<file path="config.mk">
export PLATFORM = sky130hd
export DESIGN_NAME = hsa_knot_mem
export DESIGN_NICKNAME = d
export VERILOG_FILES = /design/src/hdl/hermite_spline_animator_assert.svh /design/src/hdl/hsa_knot_mem.sv
export SDC_FILE = /design/constraint.sdc
export NUM_CORES = 2
export LEC_CHECK = 0
export BUFFER_PORTS_ARGS = -buffer_cell sky130_fd_sc_hd__buf_4
export CAP_MARGIN = 0
export CORE_MARGIN = 1
export CORE_UTILIZATION = 50
export DETAILED_ROUTE_END_ITERATION = 8
export GPL_ROUTABILITY_DRIVEN = 0
export PLACE_DENSITY = 0.73
export RECOVER_POWER = 25
export SLEW_MARGIN = 20
export SYNTH_ARGS = -nofsm -noshare
export SYNTH_HDL_FRONTEND = slang
export SYNTH_SLANG_ARGS = --single-unit
</file>
<file path="constraint.sdc">
create_clock -name clk_i -period 11 [get_ports clk_i]
set_input_delay 2.2 -clock clk_i [delete_from_list [all_inputs] [get_ports clk_i]]
set_output_delay 2.2 -clock clk_i [all_outputs]
set_load 0.02 [all_outputs]
</file>
<file path="src/hdl/hermite_spline_animator_assert.svh">
// Assertion macros used by the block's top module.
`ifndef HERMITE_SPLINE_ANIMATOR_ASSERT_SVH
`define HERMITE_SPLINE_ANIMATOR_ASSERT_SVH

// Same-cycle implication, clocked on clk_i, off during reset.
`define HSA_ASSERT_NOW(lbl, ante, cons, msg) \
  lbl: assert property (@(posedge clk_i) disable iff (!rst_ni) (ante) |-> (cons)) \
    else $error(msg);

// Next-cycle implication, clocked on clk_i, off during reset.
`define HSA_ASSERT_NEXT(lbl, ante, cons, msg) \
  lbl: assert property (@(posedge clk_i) disable iff (!rst_ni) (ante) |=> (cons)) \
    else $error(msg);

`endif

</file>
<file path="src/hdl/hsa_knot_mem.sv">
module hsa_knot_mem #(
  parameter int DEPTH = 96,
  parameter int AW    = 7
) (
  input  logic          clk_i,
  input  logic          we_i,
  input  logic [AW-1:0] waddr_i,
  input  logic [31:0]   wdata_i,
  input  logic [AW-1:0] raddr_i,
  output logic [31:0]   rdata_o
);

  logic [31:0] mem_q [DEPTH];

  always_ff @(posedge clk_i) begin
    if (we_i) begin
      mem_q[waddr_i] <= wdata_i;
    end
    rdata_o <= mem_q[raddr_i];
  end

endmodule

</file>
==> flow_summary.json <==
{
  "status": "finished, violations left",
  "failed_checks": "capacitance limit, slew limit",
  "rsz0062_at_grt": "no",
  "cts_hold_buf": 0,
  "finalNonFillerCells": 8996,
  "final_cell_mix": "edfxtp_1, mux4_2, clkbuf_16",
  "synth.avg_cell_area_um2": 22.4,
  "start_util_pct": 50.3,
  "drtIter0Drc": 10100,
  "synth_seq_area_share_pct": 78.5,
  "clockBufferDepth": 4,
  "p_sw_uw": 5330,
  "cts-resized-gates": 0,
  "tritoncts": "built",
  "cp_top_family": "buffers and inverters",
  "grt_pass1_wl_um": 466000,
  "wl_um": 336000,
  "setup_viol": 0,
  "drc": 0,
  "via_per_inst": 6.73,
  "cts_buffers": 318,
  "yosysUniqueCellTypes": 55,
  "hp-class": "register to register",
  "synth_nets": 5327,
  "drv_slew": 2138,
  "async_flop_share_pct": 0,
  "wl_per_cell_um": 37.4,
  "leakage_uw": 0.0418,
  "cts_sinks": 3104,
  "dp_hpwl_um": 187000,
  "hold_viol_final": 0,
  "drv_cap": 29,
  "clock_latency_ps": 960,
  "crit_type": "primary input to register",
  "finalSetupTns_ps": 0,
  "syn_to_final_growth_pct": 12.9,
  "end_kind": "register",
  "maxSlewHeadroom_pct": -249,
  "path_clk_slew_ps": 60,
  "finalCritPeriodShare_pct": 53.9,
  "cp.arrival_ps": 5920,
  "cp_slowest_cell": "clkbuf_1",
  "die_x_um": 488,
  "pwr-share-clk_pct": 42.2,
  "fin_crit_ps": 5930,
  "place_inst": 8424,
  "fin_nets": 5645,
  "synth_edf_count": 3072,
  "hold_ws_ps": 794,
  "ios": 80,
  "first_pass_iters": 5,
  "num_rows": 178,
  "cts_root_buffer": "clkbuf_16",
  "port-buffer-count": 79,
  "vias": 60500,
  "final_common_cell": "edfxtp_1",
  "synthCells": 5279,
  "finClkSkew_ps": 68.8,
  "start_kind": "primary input",
  "antenna_found_initial": 32,
  "setup_ws_ps": 5070,
  "crit_chain": "clkbuf_1",
  "pwr-share-comb_pct": 5.0,
  "grt_pass1_vias": 59500,
  "p_int_uw": 19600,
  "postRouteAntennaNets": 0,
  "synth_flop_cell": "edfxtp_1",
  "p_sw_share_pct": 21.4,
  "ys_seq_elements": 3104,
  "cp_slowest_stage_delay_ps": 3570,
  "grt_max_degree": 108,
  "die_h_um": 488,
  "gr-usage-all-layers_pct": 28.4,
  "grt-ovfl-total": 0,
  "htreeDepth": 5,
  "seqPwrFrac_pct": 52.7,
  "syn_area_mm2": 0.118,
  "required_ps": 10990,
  "pre_cts_ws_ps": 4510,
  "layout-drive-gt1-share_pct": 25.8,
  "powerDensity_mw_per_mm2": 187,
  "total_power_uw": 24900,
  "ys_warn_count": 0,
  "dieArea_mm2": 0.239,
  "cts_setup_buffers": 0,
  "peakVddDrop_mv": 0.160,
  "crit_path_max_fanout": 96,
  "worst_slew_pin_slew_ps": 5240,
  "core_area_mm2": 0.235,
  "path_buf_inv": 1,
  "fmax_mhz": 169
}
synth_stat cells, types with 3 or more instances:
cell type	instances	area (µm²)
a211oi_1	27	203
o21ai_1	15	75.1
buf_8	4	60.1
clkbuf_1	97	364
o21ai_0	17	85.1
buf_1	17	63.8
a22oi_1	126	946
o211ai_1	3	22.5
a22o_1	31	272
a21oi_1	60	300
nand2_1	97	364
dfxtp_1	32	641
buf_4	42	315
a31oi_1	13	81.3
or2_2	5	31.3
nand2b_1	13	81.3
o221ai_1	17	149
edfxtp_1	3072	92200
mux4_2	670	15100
buf_6	51	574
nor2b_1	34	213
a2111oi_0	5	43.8
a221oi_1	41	359
o41ai_1	7	61.3
or4_1	5	37.5
mux2_2	21	236
nor3_1	36	180
o22ai_1	87	544
nor4_1	10	62.6
and3_1	5	31.3
nor3b_1	4	30.0
buf_2	65	325
mux2i_1	300	3000
or3_1	12	75.1
nor2_1	132	495
nand3_1	68	340
a31o_1	5	43.8
and2_1	9	56.3
o22a_1	4	35.0
registers in the layout, indices dropped and copies added, names as in the netlist:
register,count
mem_q,3072
rdata_o,32
kinds of logic (layout without fill, tap and decap cells):
family,count (synthesis),in the layout,share of synthesized area [%]
flip-flops,3104,3104,78.5
multiplexers,991,991,15.5
AO/OA/AOI/OAI,467,467,2.79
AND/OR/NAND/NOR,437,437,1.73
buffers and inverters,280,834,1.47
other,0,13,0
through the flow:
step / utilization [%] / area, µm²
after floorplan: - / 118000
after global placement: 52.5 / 124000
after detailed placement: 52.5 / 124000
after CTS: 56.8 / 134000
after global routing: 56.8 / 134000
final: 56.8 / 134000
layer usage:
layer	routed length [µm]	vias up	track usage, %
met1	115000	31700	37.9
met2	155000	4777	43.3
met5	166	-	0
li1	-	23100	-
met3	45600	891	7.31
met4	20500	24	14.6
worst paths after layout:
kind,startpoint,to,slack (ps),cells after the start
worst max-delay path,wdata_i[22],mem_q[64][22]$_DFFE_PP_,5070,1
worst min-delay path,mem_q[2][7]$_DFFE_PP_,rdata_o[7]$_DFF_P_,790,3
worst max register to register,mem_q[79][19]$_DFFE_PP_,rdata_o[19]$_DFF_P_,8000,6
worst min register to register,mem_q[2][7]$_DFFE_PP_,rdata_o[7]$_DFF_P_,790,3
power by group through the flow:
stage	sequential, µW	clock, µW	combinational [µW]
after floorplan	13300	0	622
after global placement	13400	0	1210
after detailed placement	13400	0	1230
after CTS	13100	10600	1240
after global routing	13100	11000	1290
final	13100	10500	1260
area by class of cell:
| type | count | area (µm²) |
|---|---|---|
| fillers | 16600 | 102000 |
| flip-flops and latches | 3104 | 92900 |
| multi-input cells | 1895 | 24600 |
| clock buffers | 390 | 8460 |
| well taps | 3150 | 3940 |
| repair buffers | 275 | 2080 |
| clock inverters | 166 | 1600 |
| diodes | 13 | 32.5 |
| inverters | 3 | 13.8 |
Note: power is estimated with default switching activity, not from simulation.
