<file path="config.mk">
export PLATFORM = sky130hd
export DESIGN_NAME = hsa_div
export DESIGN_NICKNAME = d
export VERILOG_FILES = /design/src/hdl/hermite_spline_animator_assert.svh /design/src/hdl/hsa_pkg.sv /design/src/hdl/hsa_div.sv
export SDC_FILE = /design/constraint.sdc
export NUM_CORES = 1
export LEC_CHECK = 0
export BUFFER_PORTS_ARGS = -buffer_cell sky130_fd_sc_hd__buf_2
export CAP_MARGIN = 40
export CORE_UTILIZATION = 40
export CTS_CLUSTER_DIAMETER = 150
export DETAILED_ROUTE_END_ITERATION = 7
export PLACE_DENSITY = 0.65
export SYNTH_ARGS = -nofsm -noshare
export SYNTH_HDL_FRONTEND = slang
export SYNTH_SLANG_ARGS = --single-unit
</file>
<file path="constraint.sdc">
create_clock -name clk_i -period 3.5 [get_ports clk_i]
set_input_delay 0.175 -clock clk_i [delete_from_list [all_inputs] [get_ports clk_i]]
set_output_delay 0.175 -clock clk_i [all_outputs]
set_load 0.03 [all_outputs]
</file>
<file path="src/hdl/hermite_spline_animator_assert.svh">
// Assertion macros used by the block's top module.
`ifndef HERMITE_SPLINE_ANIMATOR_ASSERT_SVH
`define HERMITE_SPLINE_ANIMATOR_ASSERT_SVH

// Same-cycle implication, clocked on clk_i, off during reset.
`define HSA_ASSERT_NOW(lbl, ante, cons, msg) \
  lbl: assert property (@(posedge clk_i) disable iff (!rst_ni) (ante) |-> (cons)) \
    else $error(msg);

// Next-cycle implication, clocked on clk_i, off during reset.
`define HSA_ASSERT_NEXT(lbl, ante, cons, msg) \
  lbl: assert property (@(posedge clk_i) disable iff (!rst_ni) (ante) |=> (cons)) \
    else $error(msg);

`endif

</file>
<file path="src/hdl/hsa_pkg.sv">
package hsa_pkg;

  localparam int MAX_POINTS_DEF = 16;
  localparam int KNOT_WORDS     = 6;
  localparam int DIV_W          = 53;
  localparam int DIV_CW         = 6;
  localparam int FRAC_W         = 16;

  localparam logic [1:0] FUNC_WRITE = 2'd0;
  localparam logic [1:0] FUNC_START = 2'd1;
  localparam logic [1:0] FUNC_TICK  = 2'd2;

  localparam logic [1:0] EV_MOVING  = 2'd0;
  localparam logic [1:0] EV_STARTED = 2'd1;
  localparam logic [1:0] EV_STOPPED = 2'd2;

  localparam logic [1:0] CFG_POINT_COUNT = 2'd0;
  localparam logic [1:0] CFG_DURATION    = 2'd1;
  localparam logic [1:0] CFG_UPDATE_VEL  = 2'd2;

  localparam logic [4:0]  POINT_COUNT_RST = 5'd2;
  localparam logic [31:0] DURATION_RST    = 32'd1000;

  typedef struct packed {
    logic             start;
    logic [DIV_W-1:0] dividend;
    logic [31:0]      divisor;
  } div_req_t;

endpackage

</file>
<file path="src/hdl/hsa_div.sv">
module hsa_div (
  input  logic                         clk_i,
  input  logic                         rst_ni,
  input  hsa_pkg::div_req_t            req_i,
  output logic                         done_o,
  output logic [hsa_pkg::DIV_W-1:0]    quot_o
);
  import hsa_pkg::*;

  logic              busy_q;
  logic [DIV_CW-1:0] cnt_q;
  logic [31:0]       rem_q;
  logic [31:0]       den_q;
  logic [DIV_W-1:0]  quot_q;
  logic [32:0]       rem_sh;
  logic [33:0]       diff;
  logic              ge;

  // restoring division, one quotient bit per cycle
  always_comb begin
    rem_sh = {rem_q, quot_q[DIV_W-1]};
    diff   = {1'b0, rem_sh} - {2'b0, den_q};
    ge     = ~diff[33];
  end

  always_ff @(posedge clk_i or negedge rst_ni) begin
    if (!rst_ni) begin
      busy_q <= 1'b0;
      done_o <= 1'b0;
      cnt_q  <= '0;
      rem_q  <= '0;
      den_q  <= '0;
      quot_q <= '0;
    end else if (req_i.start) begin
      busy_q <= 1'b1;
      done_o <= 1'b0;
      cnt_q  <= DIV_CW'(DIV_W);
      rem_q  <= '0;
      den_q  <= req_i.divisor;
      quot_q <= req_i.dividend;
    end else if (busy_q) begin
      rem_q  <= ge ? diff[31:0] : rem_sh[31:0];
      quot_q <= {quot_q[DIV_W-2:0], ge};
      cnt_q  <= cnt_q - 1'b1;
      if (cnt_q == DIV_CW'(1)) begin
        busy_q <= 1'b0;
        done_o <= 1'b1;
      end
    end else begin
      done_o <= 1'b0;
    end
  end

  assign quot_o = quot_q;

endmodule

</file>
==> flow_metrics.py, run 1 <==
metrics = {
    "sta": {
        "fin_ws_ps": 493,
        "finalHoldViolCount": 0,
        "relSlewSlack": 0.538,
        "drv_slew": 0,
        "finalSetupViolations": 0,
        "holdWs_ps": 4.66,
        "fmax_mhz": 333,
        "period_minus_slack_ps": 3010,
        "finalCritPeriodShare": 0.859,
        "skew_ps": 6.55,
        "rsz0062_at_grt": "no",
        "fin_tns_setup_ps": 0,
        "worst_pin_slew_ps": 693,
    },
    "job": {
        "maxCapViolations": 0,
    },
    "worst_hold_path": {
        "worstHoldStart": "req_i[51]",
        "holdCritPathClass": "input pin to register",
        "whs_path_depth": 3,
    },
    "cts": {
        "clock_latency_ps": 420,
        "cts.sinks": 125,
        "clockBufferDepth": 2,
        "path_clk_slew_ps": 60,
        "cts_max_level": 4,
        "cts-root-buf": "clkbuf_16",
        "numCtsBuffers": 17,
        "cts_setup_buffers": 0,
        "cts_tree": "yes",
    },
    "die": {
        "rows": 48,
        "die_w_um": 137,
        "dieArea_sq_um": 18700,
        "io_pins": 142,
        "initial_utilization": 0.415,
        "core_area_sq_um": 17500,
        "die_height_um": 137,
    },
    "layout": {
        "layout-drive-gt1-share": 0.185,
        "finalNetCount": 1128,
        "antenna_cells": 0,
        "syn2layout_area_growth_pct": 31.6,
        "final_core_util": 0.546,
    },
    "placed_design": {
        "place.gp.congestion": 0.845,
        "io_buffer_count": 141,
        "pre_cts_slack_ps": 475,
        "place_hpwl_um": 11900,
    },
    "global_routing": {
        "grt_antenna_before_repair": 0,
        "grt_max_degree": 171,
        "grt_use_total": 0.196,
        "grt_pass1_vias": 6015,
        "overflow": 0,
        "grt_pass1_wl_um": 28800,
    },
    "drt": {
        "wl_per_cell_um": 14.7,
        "drt_iter0_markers": 318,
        "postRouteAntennaNets": 0,
        "drc_errors": 0,
        "firstDrtPassIters": 5,
        "viasPerCell": 5.11,
        "wl_um": 18200,
        "vias": 6348,
    },
    "power": {
        "ir_drop_mv": 0.379,
        "p_leak_nw": 4.96,
        "power_density_nw_per_um2": 634,
    },
    "worst_setup_path": {
        "regToRegEndpoint": "rem_q[9]$_DFFE_PN0P_",
        "crit_type": "register to register",
        "critPathArrivalTime_ps": 3330,
        "r2r_slack_ps": 490,
        "r2r-start": "rem_q[3]$_DFFE_PN0P_",
        "worstPathMaxFanout": 17,
        "required_ps": 3820,
        "cp-endpoint": "rem_q[9]$_DFFE_PN0P_",
        "ff2ff_path_depth": 10,
        "end_kind": "register",
        "startpoint": "rem_q[3]$_DFFE_PN0P_",
        "critPathLaunchType": "register",
    },
    "synth": {
        "synth.area.top_cells": "dfrtp_1, mux2i_1, o21ai_0, nand2_1, ha_1",
        "ys.flop_type": "dfrtp_1",
        "ys_seq_elements": 125,
        "async_reset_ff_frac": 1.00,
        "synth-edff-count": 0,
        "synth_area_leader_cell": "dfrtp_1",
        "yosys_warnings": 0,
        "synth.yosys.seq_area_share": 0.430,
        "syn-cell-area_sq_um": 7280,
        "postSynthAreaPerCell_sq_um": 9.12,
        "synthesis.nets": 921,
        "ys_types": 53,
        "synth_top_area_frac": 0.430,
        "synthCells": 798,
    },
    "run_status": {
        "status": "complete, no violations",
    },
}
[state kept, by name (all words and copies together) (netlist names)]
signal,cells
quot_o,53
rem_q,32
done_o,1
den_q,32
cnt_q,6
busy_q,1
[power breakdown]
part	total [mW]	leakage (nW)	internal, mW	switching [mW]
sequential	1.84	1.55	1.67	0.173
combinational	2.48	3.13	1.09	1.39
clock	1.74	0.279	1.06	0.679
[layout make-up]
cell class / count / area, sq um
Clock buffer: 18 / 439
Clock inverter: 13 / 141
Fill cell: 1581 / 7960
Inverter: 44 / 165
Multi-Input combinational cell: 584 / 3790
Sequential cell: 125 / 3130
Tap cell: 225 / 282
Timing Repair Buffer: 233 / 1630
[metal layers]
metal	up-vias	global-route usage	part of all wire
li1	3210	-	-
met1	2958	0.259	0.48
met2	163	0.323	0.45
met3	17	0.0419	0.058
met4	0	0.0592	0.011
met5	-	0	0
[logic make-up after synthesis]
family,synth area share
buffers and inverters,0.0499
xor gates and xnor gates,0.0397
AOI/OAI and AO/OA,0.173
muxes,0.107
adders and majority gates,0.0612
and+or+nand+nor,0.139
DFF,0.430
[critical path: stages (launching register included)]
cell and delay (ps):
dfrtp_1 390, ha_1 360, a21o_1 210, a211o_1 310
nor3_4 180, nor3_1 90, or3b_1 460, a31o_1 260
buf_4 240, mux2i_1 160, a211oi_1 250
[through the flow]
stage	power (mW)	cell area, sq um	cells
floorplan	3.72	7280	798
global route	6.47	9580	1242
CTS	6.10	9580	1242
global placement	4.23	8170	1128
detailed placement	4.26	8170	1128
finish	6.07	9580	1242
[worst min path at each step]
stage,end,slack [ps]
CTS,quot_o[19]$_DFFE_PN0P_,0.9
detailed placement,den_q[3]$_DFFE_PN0P_,120
finish,quot_o[19]$_DFFE_PN0P_,5
floorplan,busy_q$_DFF_PN0_,-120
global placement,den_q[3]$_DFFE_PN0P_,120
global route,quot_o[19]$_DFFE_PN0P_,6
[what timing repair did]
action	CTS	global route
endpoints found under the hold margin	105	0
resized for setup	0	0
hold buffers	83	0
[Yosys cell counts (5+ instances only)]
master,instances
ha_1,34
a21o_1,6
a21oi_1,32
nor2_1,50
mux2i_1,77
xor2_1,11
and3_1,9
a41oi_1,5
clkbuf_1,31
o21ai_0,107
nor2b_1,5
nor3_1,10
dfrtp_1,125
inv_1,44
a211oi_1,26
buf_1,6
xnor2_1,22
nand2_1,121
nand2b_1,5
[cell usage in the layout (no fill, tap or decap), types with 5 or more instances in the layout]
cell / n
a21o_1: 6
a41oi_1: 5
nor3_1: 10
and3_1: 9
a211oi_1: 26
nor2_1: 50
dfrtp_1: 124
xnor2_1: 22
mux2i_1: 77
ha_1: 34
buf_4: 9
nand2b_1: 5
nor2b_1: 5
a21oi_1: 32
inv_1: 44
o21ai_0: 107
buf_2: 139
clkbuf_16: 17
dlygate4sd3_1: 83
nand2_1: 121
xor2_1: 11
Note: power is estimated with default switching activity, not from simulation.
==> run 2, diff against run 1 <==
--- a/config.mk
+++ b/config.mk
@@ -10,6 +10,7 @@
 export CORE_UTILIZATION = 40
 export CTS_CLUSTER_DIAMETER = 150
 export DETAILED_ROUTE_END_ITERATION = 7
+export GPL_TIMING_DRIVEN = 0
 export PLACE_DENSITY = 0.65
 export SYNTH_ARGS = -nofsm -noshare
 export SYNTH_HDL_FRONTEND = slang
==> constraint.sdc (replaced) <==
create_clock -name clk_i -period 3.9 [get_ports clk_i]
set_input_delay 0.195 -clock clk_i [delete_from_list [all_inputs] [get_ports clk_i]]
set_output_delay 0.195 -clock clk_i [all_outputs]
set_load 0.03 [all_outputs]
==> run 2 against run 1 <==
Wire length rose by 8.7%. Non-clock buffer count rose by 36. Via count rose by 4.7%. Clock skew barely moved. Flip-flop and latch count did not move. Hold slack improved by 25 ps. Core utilization rose by 0.66 points. Cell count rose by 3.0%. Count of clock-buffer cells in the layout fell by 1. Combinational power fell by 8.1%. Sequential share of layout area fell by 0.43 points.
==> flow_metrics.py, run 2 (synthesis gave the netlist of run 1 again) <==
metrics = {
    "sta": {
        "rsz0062_at_grt": "no",
        "finalCritPeriodShare": 0.805,
        "worst_pin_slew_ps": 743,
        "drv_slew": 0,
        "skew_ps": 6.42,
        "finalHoldViolCount": 0,
        "period_minus_slack_ps": 3140,
        "finalSetupViolations": 0,
        "fmax_mhz": 319,
        "fin_tns_setup_ps": 0,
        "relSlewSlack": 0.505,
    },
    "cts": {
        "cts_resized": 0,
        "cts_tree": "yes",
        "ctsHoldBuffers": 82,
        "cts_max_level": 4,
        "cts-root-buf": "clkbuf_16",
        "numCtsBuffers": 17,
        "clockBufferDepth": 2,
        "cts_setup_buffers": 0,
        "clock_latency_ps": 420,
        "path_clk_slew_ps": 60,
        "cts.sinks": 125,
    },
    "power": {
        "p_leak_nw": 4.99,
        "ir_drop_mv": 0.386,
        "p_total_mw": 5.45,
        "power_density_nw_per_um2": 562,
    },
    "global_routing": {
        "grt_pass1_wl_um": 31700,
        "grt_pass1_vias": 6531,
        "grtUsageMet3": 0.0444,
        "grt_max_degree": 89,
        "grt_use_total": 0.219,
        "met2_usage": 0.379,
        "overflow": 0,
        "gr-usage-met1": 0.270,
        "gr-max-usage-layer": "met2",
        "grt_antenna_before_repair": 0,
    },
    "drt": {
        "drc_errors": 0,
        "vias": 6649,
        "wl_per_cell_um": 15.5,
        "viasPerCell": 5.20,
        "drt_iter0_markers": 318,
        "wl_um": 19800,
        "postRouteAntennaNets": 0,
        "firstDrtPassIters": 5,
    },
    "layout": {
        "final_core_util": 0.553,
        "syn2layout_area_growth_pct": 33.2,
        "fillers": 1583,
        "antenna_cells": 0,
        "largest_reg_flops": 53,
        "final_cell_mix": "buf_2, dfrtp_1, nand2_1",
        "final_common_cell": "buf_2",
        "layout-drive-gt1-share": 0.178,
        "finalNetCount": 1164,
    },
    "worst_setup_path": {
        "end_kind": "register",
        "required_ps": 4220,
        "critPathLaunchType": "register",
        "critPathArrivalTime_ps": 3460,
        "ff2ff_path_depth": 12,
        "crit_type": "register to register",
        "worstPathMaxFanout": 10,
    },
    "worst_hold_path": {
        "holdCritPathClass": "input pin to register",
        "whs_path_depth": 3,
    },
    "die": {
        "rows": 48,
        "die_w_um": 137,
        "io_pins": 142,
        "dieArea_sq_um": 18700,
        "initial_utilization": 0.415,
        "die_height_um": 137,
        "core_area_sq_um": 17500,
    },
    "run_status": {
        "status": "complete, no violations",
    },
    "placed_design": {
        "io_buffer_count": 140,
        "place.gp.congestion": 0.868,
        "place_hpwl_um": 13900,
    },
    "job": {
        "maxCapViolations": 0,
    },
}
==> run 2: cell types whose count changed in the layout (fill, tap and decap cells not counted), moves of 2 or more <==
cell / delta
clkinv_2: -3
buf_4: -9
buf_6: +5
inv_6: +4
buf_1: +6
clkinv_4: -2
clkbuf_2: +2
inv_8: +4
clkbuf_1: +31
bufinv_16: -2
buf_2: +3
buf_12: -2
==> run 2: final timing paths <==
check                                           from                endpoint  slack (ps)
worst max-delay path            rem_q[3]$_DFFE_PN0P_   rem_q[16]$_DFFE_PN0P_         760
worst min-delay path                       req_i[31]   den_q[31]$_DFFE_PN0P_          30
worst max register to register  rem_q[3]$_DFFE_PN0P_   rem_q[16]$_DFFE_PN0P_         760
worst min register to register    done_o$_DFFE_PN0P_      done_o$_DFFE_PN0P_         510
max in group asynchronous                     rst_ni   den_q[26]$_DFFE_PN0P_        2910
min in group asynchronous                     rst_ni  quot_o[18]$_DFFE_PN0P_         250
==> run 2: layout make-up <==
class | instances | area, sq um | area share
multi-input combinational | 584 | 3790 | 0.391
sequential | 125 | 3130 | 0.323
timing repair buffer | 224 | 1570 | 0.162
clock buffer | 17 | 425 | 0.0439
tap | 225 | 282 | 0.0290
buffer | 45 | 198 | 0.0204
inverter | 44 | 165 | 0.0170
clock inverter | 15 | 145 | 0.0150
==> run 2: stage by stage <==
step	hold WS [ps]	cell area, sq um	std cells	worst slack, ps
3_3_place_gp	401	8260	1163	803
3_5_place_dp	111	8310	1165	800
6_report	30.0	9700	1279	761
5_1_grt	19.1	9700	1279	615
4_1_cts	14.5	9700	1279	763
2_1_floorplan	-101	7280	798	1070
==> run 2: where the power goes <==
part / internal, mW / total, mW / switching (mW)
combinational: 0.998 / 2.28 / 1.28
sequential: 1.50 / 1.66 / 0.159
clock: 0.846 / 1.51 / 0.667
total: 3.34 / 5.45 / 2.11
==> run 2: metal layers <==
layer / vias up / wire length, um
li1: 3279 / -
met1: 3157 / 9050
met2: 186 / 9200
met3: 27 / 1130
met4: 0 / 412
met5: - / 0
==> run 2: critical path: stages (launching register included) <==
cell and delay [ps]:
dfrtp_1 400, ha_1 360, a21o_1 210, a211o_1 320, nor3_4 200, nor3_1 100, or3b_1 350, buf_2 160
a31o_1 220, buf_6 150, buf_6 170, mux2i_1 120, a211oi_1 260
==> run 3, diff against run 2 <==
--- a/config.mk
+++ b/config.mk
@@ -11,7 +11,7 @@
 export CTS_CLUSTER_DIAMETER = 150
 export DETAILED_ROUTE_END_ITERATION = 7
 export GPL_TIMING_DRIVEN = 0
-export PLACE_DENSITY = 0.65
+export PLACE_DENSITY = 0.67
 export SYNTH_ARGS = -nofsm -noshare
 export SYNTH_HDL_FRONTEND = slang
 export SYNTH_SLANG_ARGS = --single-unit
==> constraint.sdc (replaced) <==
create_clock -name clk_i -period 2.53 [get_ports clk_i]
set_input_delay 0.1265 -clock clk_i [delete_from_list [all_inputs] [get_ports clk_i]]
set_output_delay 0.1265 -clock clk_i [all_outputs]
set_load 0.03 [all_outputs]
==> run 3 against run 2 <==
The flow now finishes with violations (negative setup slack). First-iteration DRC count increased by 3.1%. Count of clock-buffer cells in the layout stayed put. Sequential share of layout area decreased by 2.3 points. Wire length increased by 7.5%. Clock skew hardly changed. Sequential power grew 56%. Die area unchanged. Register-to-register slack worse by 990 ps. Clock power rose by 65%. Final area increased by 7.6%. Critical path type unchanged. Largest cell class unchanged. Largest power group unchanged.
==> flow_metrics.py, run 3 (synthesis gave the netlist of run 1 again) <==
metrics = {
    "run_status": {
        "status": "finished with violations",
        "violations": "negative setup slack",
    },
    "sta": {
        "period_minus_slack_ps": 2760,
        "rsz0062_at_grt": "yes",
        "finalSetupViolations": 33,
        "fin_ws_ps": -228,
        "drv_slew": 0,
        "relSlewSlack": 0.514,
        "finalHoldViolCount": 0,
        "finalCritPeriodShare": 1.09,
        "fmax_mhz": 363,
        "fin_tns_setup_ps": -5340,
        "skew_ps": 6.28,
        "worst_pin_slew_ps": 729,
    },
    "die": {
        "rows": 48,
        "die_w_um": 137,
        "die_height_um": 137,
        "dieArea_sq_um": 18700,
        "io_pins": 142,
        "initial_utilization": 0.415,
        "core_area_sq_um": 17500,
    },
    "placed_design": {
        "place.gp.congestion": 0.830,
        "pre_cts_slack_ps": -458,
        "placed_cells": 1165,
        "placed_area_sq_um": 8350,
        "place_hpwl_um": 13900,
        "io_buffer_count": 140,
    },
    "drt": {
        "vias": 6891,
        "firstDrtPassIters": 5,
        "drt_iter0_markers": 328,
        "viasPerCell": 5.29,
        "wl_per_cell_um": 16.3,
        "postRouteAntennaNets": 0,
        "wl_um": 21300,
        "drc_errors": 0,
    },
    "cts": {
        "cts_max_level": 4,
        "clockBufferDepth": 2,
        "cts_tree": "yes",
        "path_clk_slew_ps": 60,
        "cts-root-buf": "clkbuf_16",
        "numCtsBuffers": 17,
        "clock_latency_ps": 420,
        "cts.sinks": 125,
    },
    "worst_setup_path": {
        "startpoint": "rem_q[14]$_DFFE_PN0P_",
        "r2r-start": "rem_q[14]$_DFFE_PN0P_",
        "crit_type": "register to register",
        "critPathLaunchType": "register",
        "r2r_slack_ps": -230,
        "slowest_delay_ps": 410,
        "end_kind": "register",
        "path_cells": "ha_2 > and2_1 > a221oi_2 > nor2_1 > nor2_2 > or3b_4 > a31o_1 > buf_6 > buf_16 > mux2i_1 > a211oi_1",
        "required_ps": 2800,
        "worst_path_max_delay_cell": "dfrtp_1",
        "crit_family": "simple AND/OR/NAND/NOR gates",
        "worst-path-buf-inv": 2,
        "critPathArrivalTime_ps": 3030,
        "worstPathMaxFanout": 6,
    },
    "layout": {
        "fillers": 1485,
        "finalNetCount": 1188,
        "final_common_cell": "buf_2",
        "final_cell_mix": "buf_2, dfrtp_1, nand2_1",
        "antenna_cells": 0,
        "layout-drive-gt1-share": 0.256,
        "finalNonFillerCells": 1303,
        "largest_reg_flops": 53,
        "regArea_sq_um": 3130,
        "multi_input_area_sq_um": 4230,
        "design_area_sq_um": 10400,
        "syn2layout_area_growth_pct": 43.3,
    },
    "global_routing": {
        "grt_use_total": 0.224,
        "overflow": 0,
        "grt_max_degree": 92,
        "grt_pass1_wl_um": 32700,
        "grt_antenna_before_repair": 0,
        "grt_pass1_vias": 6622,
    },
    "power": {
        "p_leak_nw": 5.21,
        "ir_drop_mv": 0.602,
        "p_total_mw": 9.74,
        "power_density_nw_per_um2": 934,
    },
    "worst_hold_path": {
        "holdCritPathClass": "input pin to async pin",
    },
    "job": {
        "maxCapViolations": 0,
    },
}
## run 3: worst paths after layout
path,end,depth (start not counted)
max,rem_q[13]$_DFFE_PN0P_,11
min,quot_o[10]$_DFFE_PN0P_,2
max reg2reg,rem_q[13]$_DFFE_PN0P_,11
min reg2reg,done_o$_DFFE_PN0P_,2
max in group asynchronous,quot_o[48]$_DFFE_PN0P_,3
min in group clk_i,den_q[11]$_DFFE_PN0P_,4
## run 3: final cells by class
| type | instances | share of cell area |
|---|---|---|
| buffer | 41 | 0.0191 |
| clock buffer | 17 | 0.0408 |
| clock inverter | 15 | 0.0167 |
| inverter | 44 | 0.0158 |
| multi-input combinational | 584 | 0.405 |
| sequential | 125 | 0.300 |
| tap | 225 | 0.0270 |
| timing repair buffer | 252 | 0.176 |
## run 3: stage by stage
step / hold slack (ps) / utilization
global route: 189 / 0.595
CTS: 165 / 0.573
floorplan: -169 / -
global placement: 333 / 0.473
finish: 164 / 0.595
detailed placement: 33.2 / 0.476
## run 3: what timing repair did
action                                 in CTS  in global routing
resized for setup                          23                 73
setup endpoints to repair                  33                 33
endpoints found under the hold margin     119                  0
hold buffers                               86                  0
cloned                                      1                  1
setup buffers                              17                 10
pin swaps                                  14                 31
## run 3: per-layer routing
layer,vias to the layer above,part of all wire,GRT usage,wire length [um]
li1,3342,-,-,-
met1,3335,0.45,0.279,9490
met2,193,0.49,0.395,10500
met3,21,0.050,0.0474,1060
met4,0,0.011,0.0537,236
met5,-,0,0,0
## run 3: power by group
part	switching, mW	total, mW	internal, mW
clock	0.999	2.49	1.49
combinational	2.42	4.67	2.25
sequential	0.277	2.59	2.31
## run 3: worst register-to-register path: cells and delay by family, from the launching register on
family / cells / cell delay (ps)
buf+inv: 2 / 300
compound gates: 3 / 550
flops: 1 / 410
mux: 1 / 200
fa+ha+maj: 1 / 340
simple gates: 4 / 810
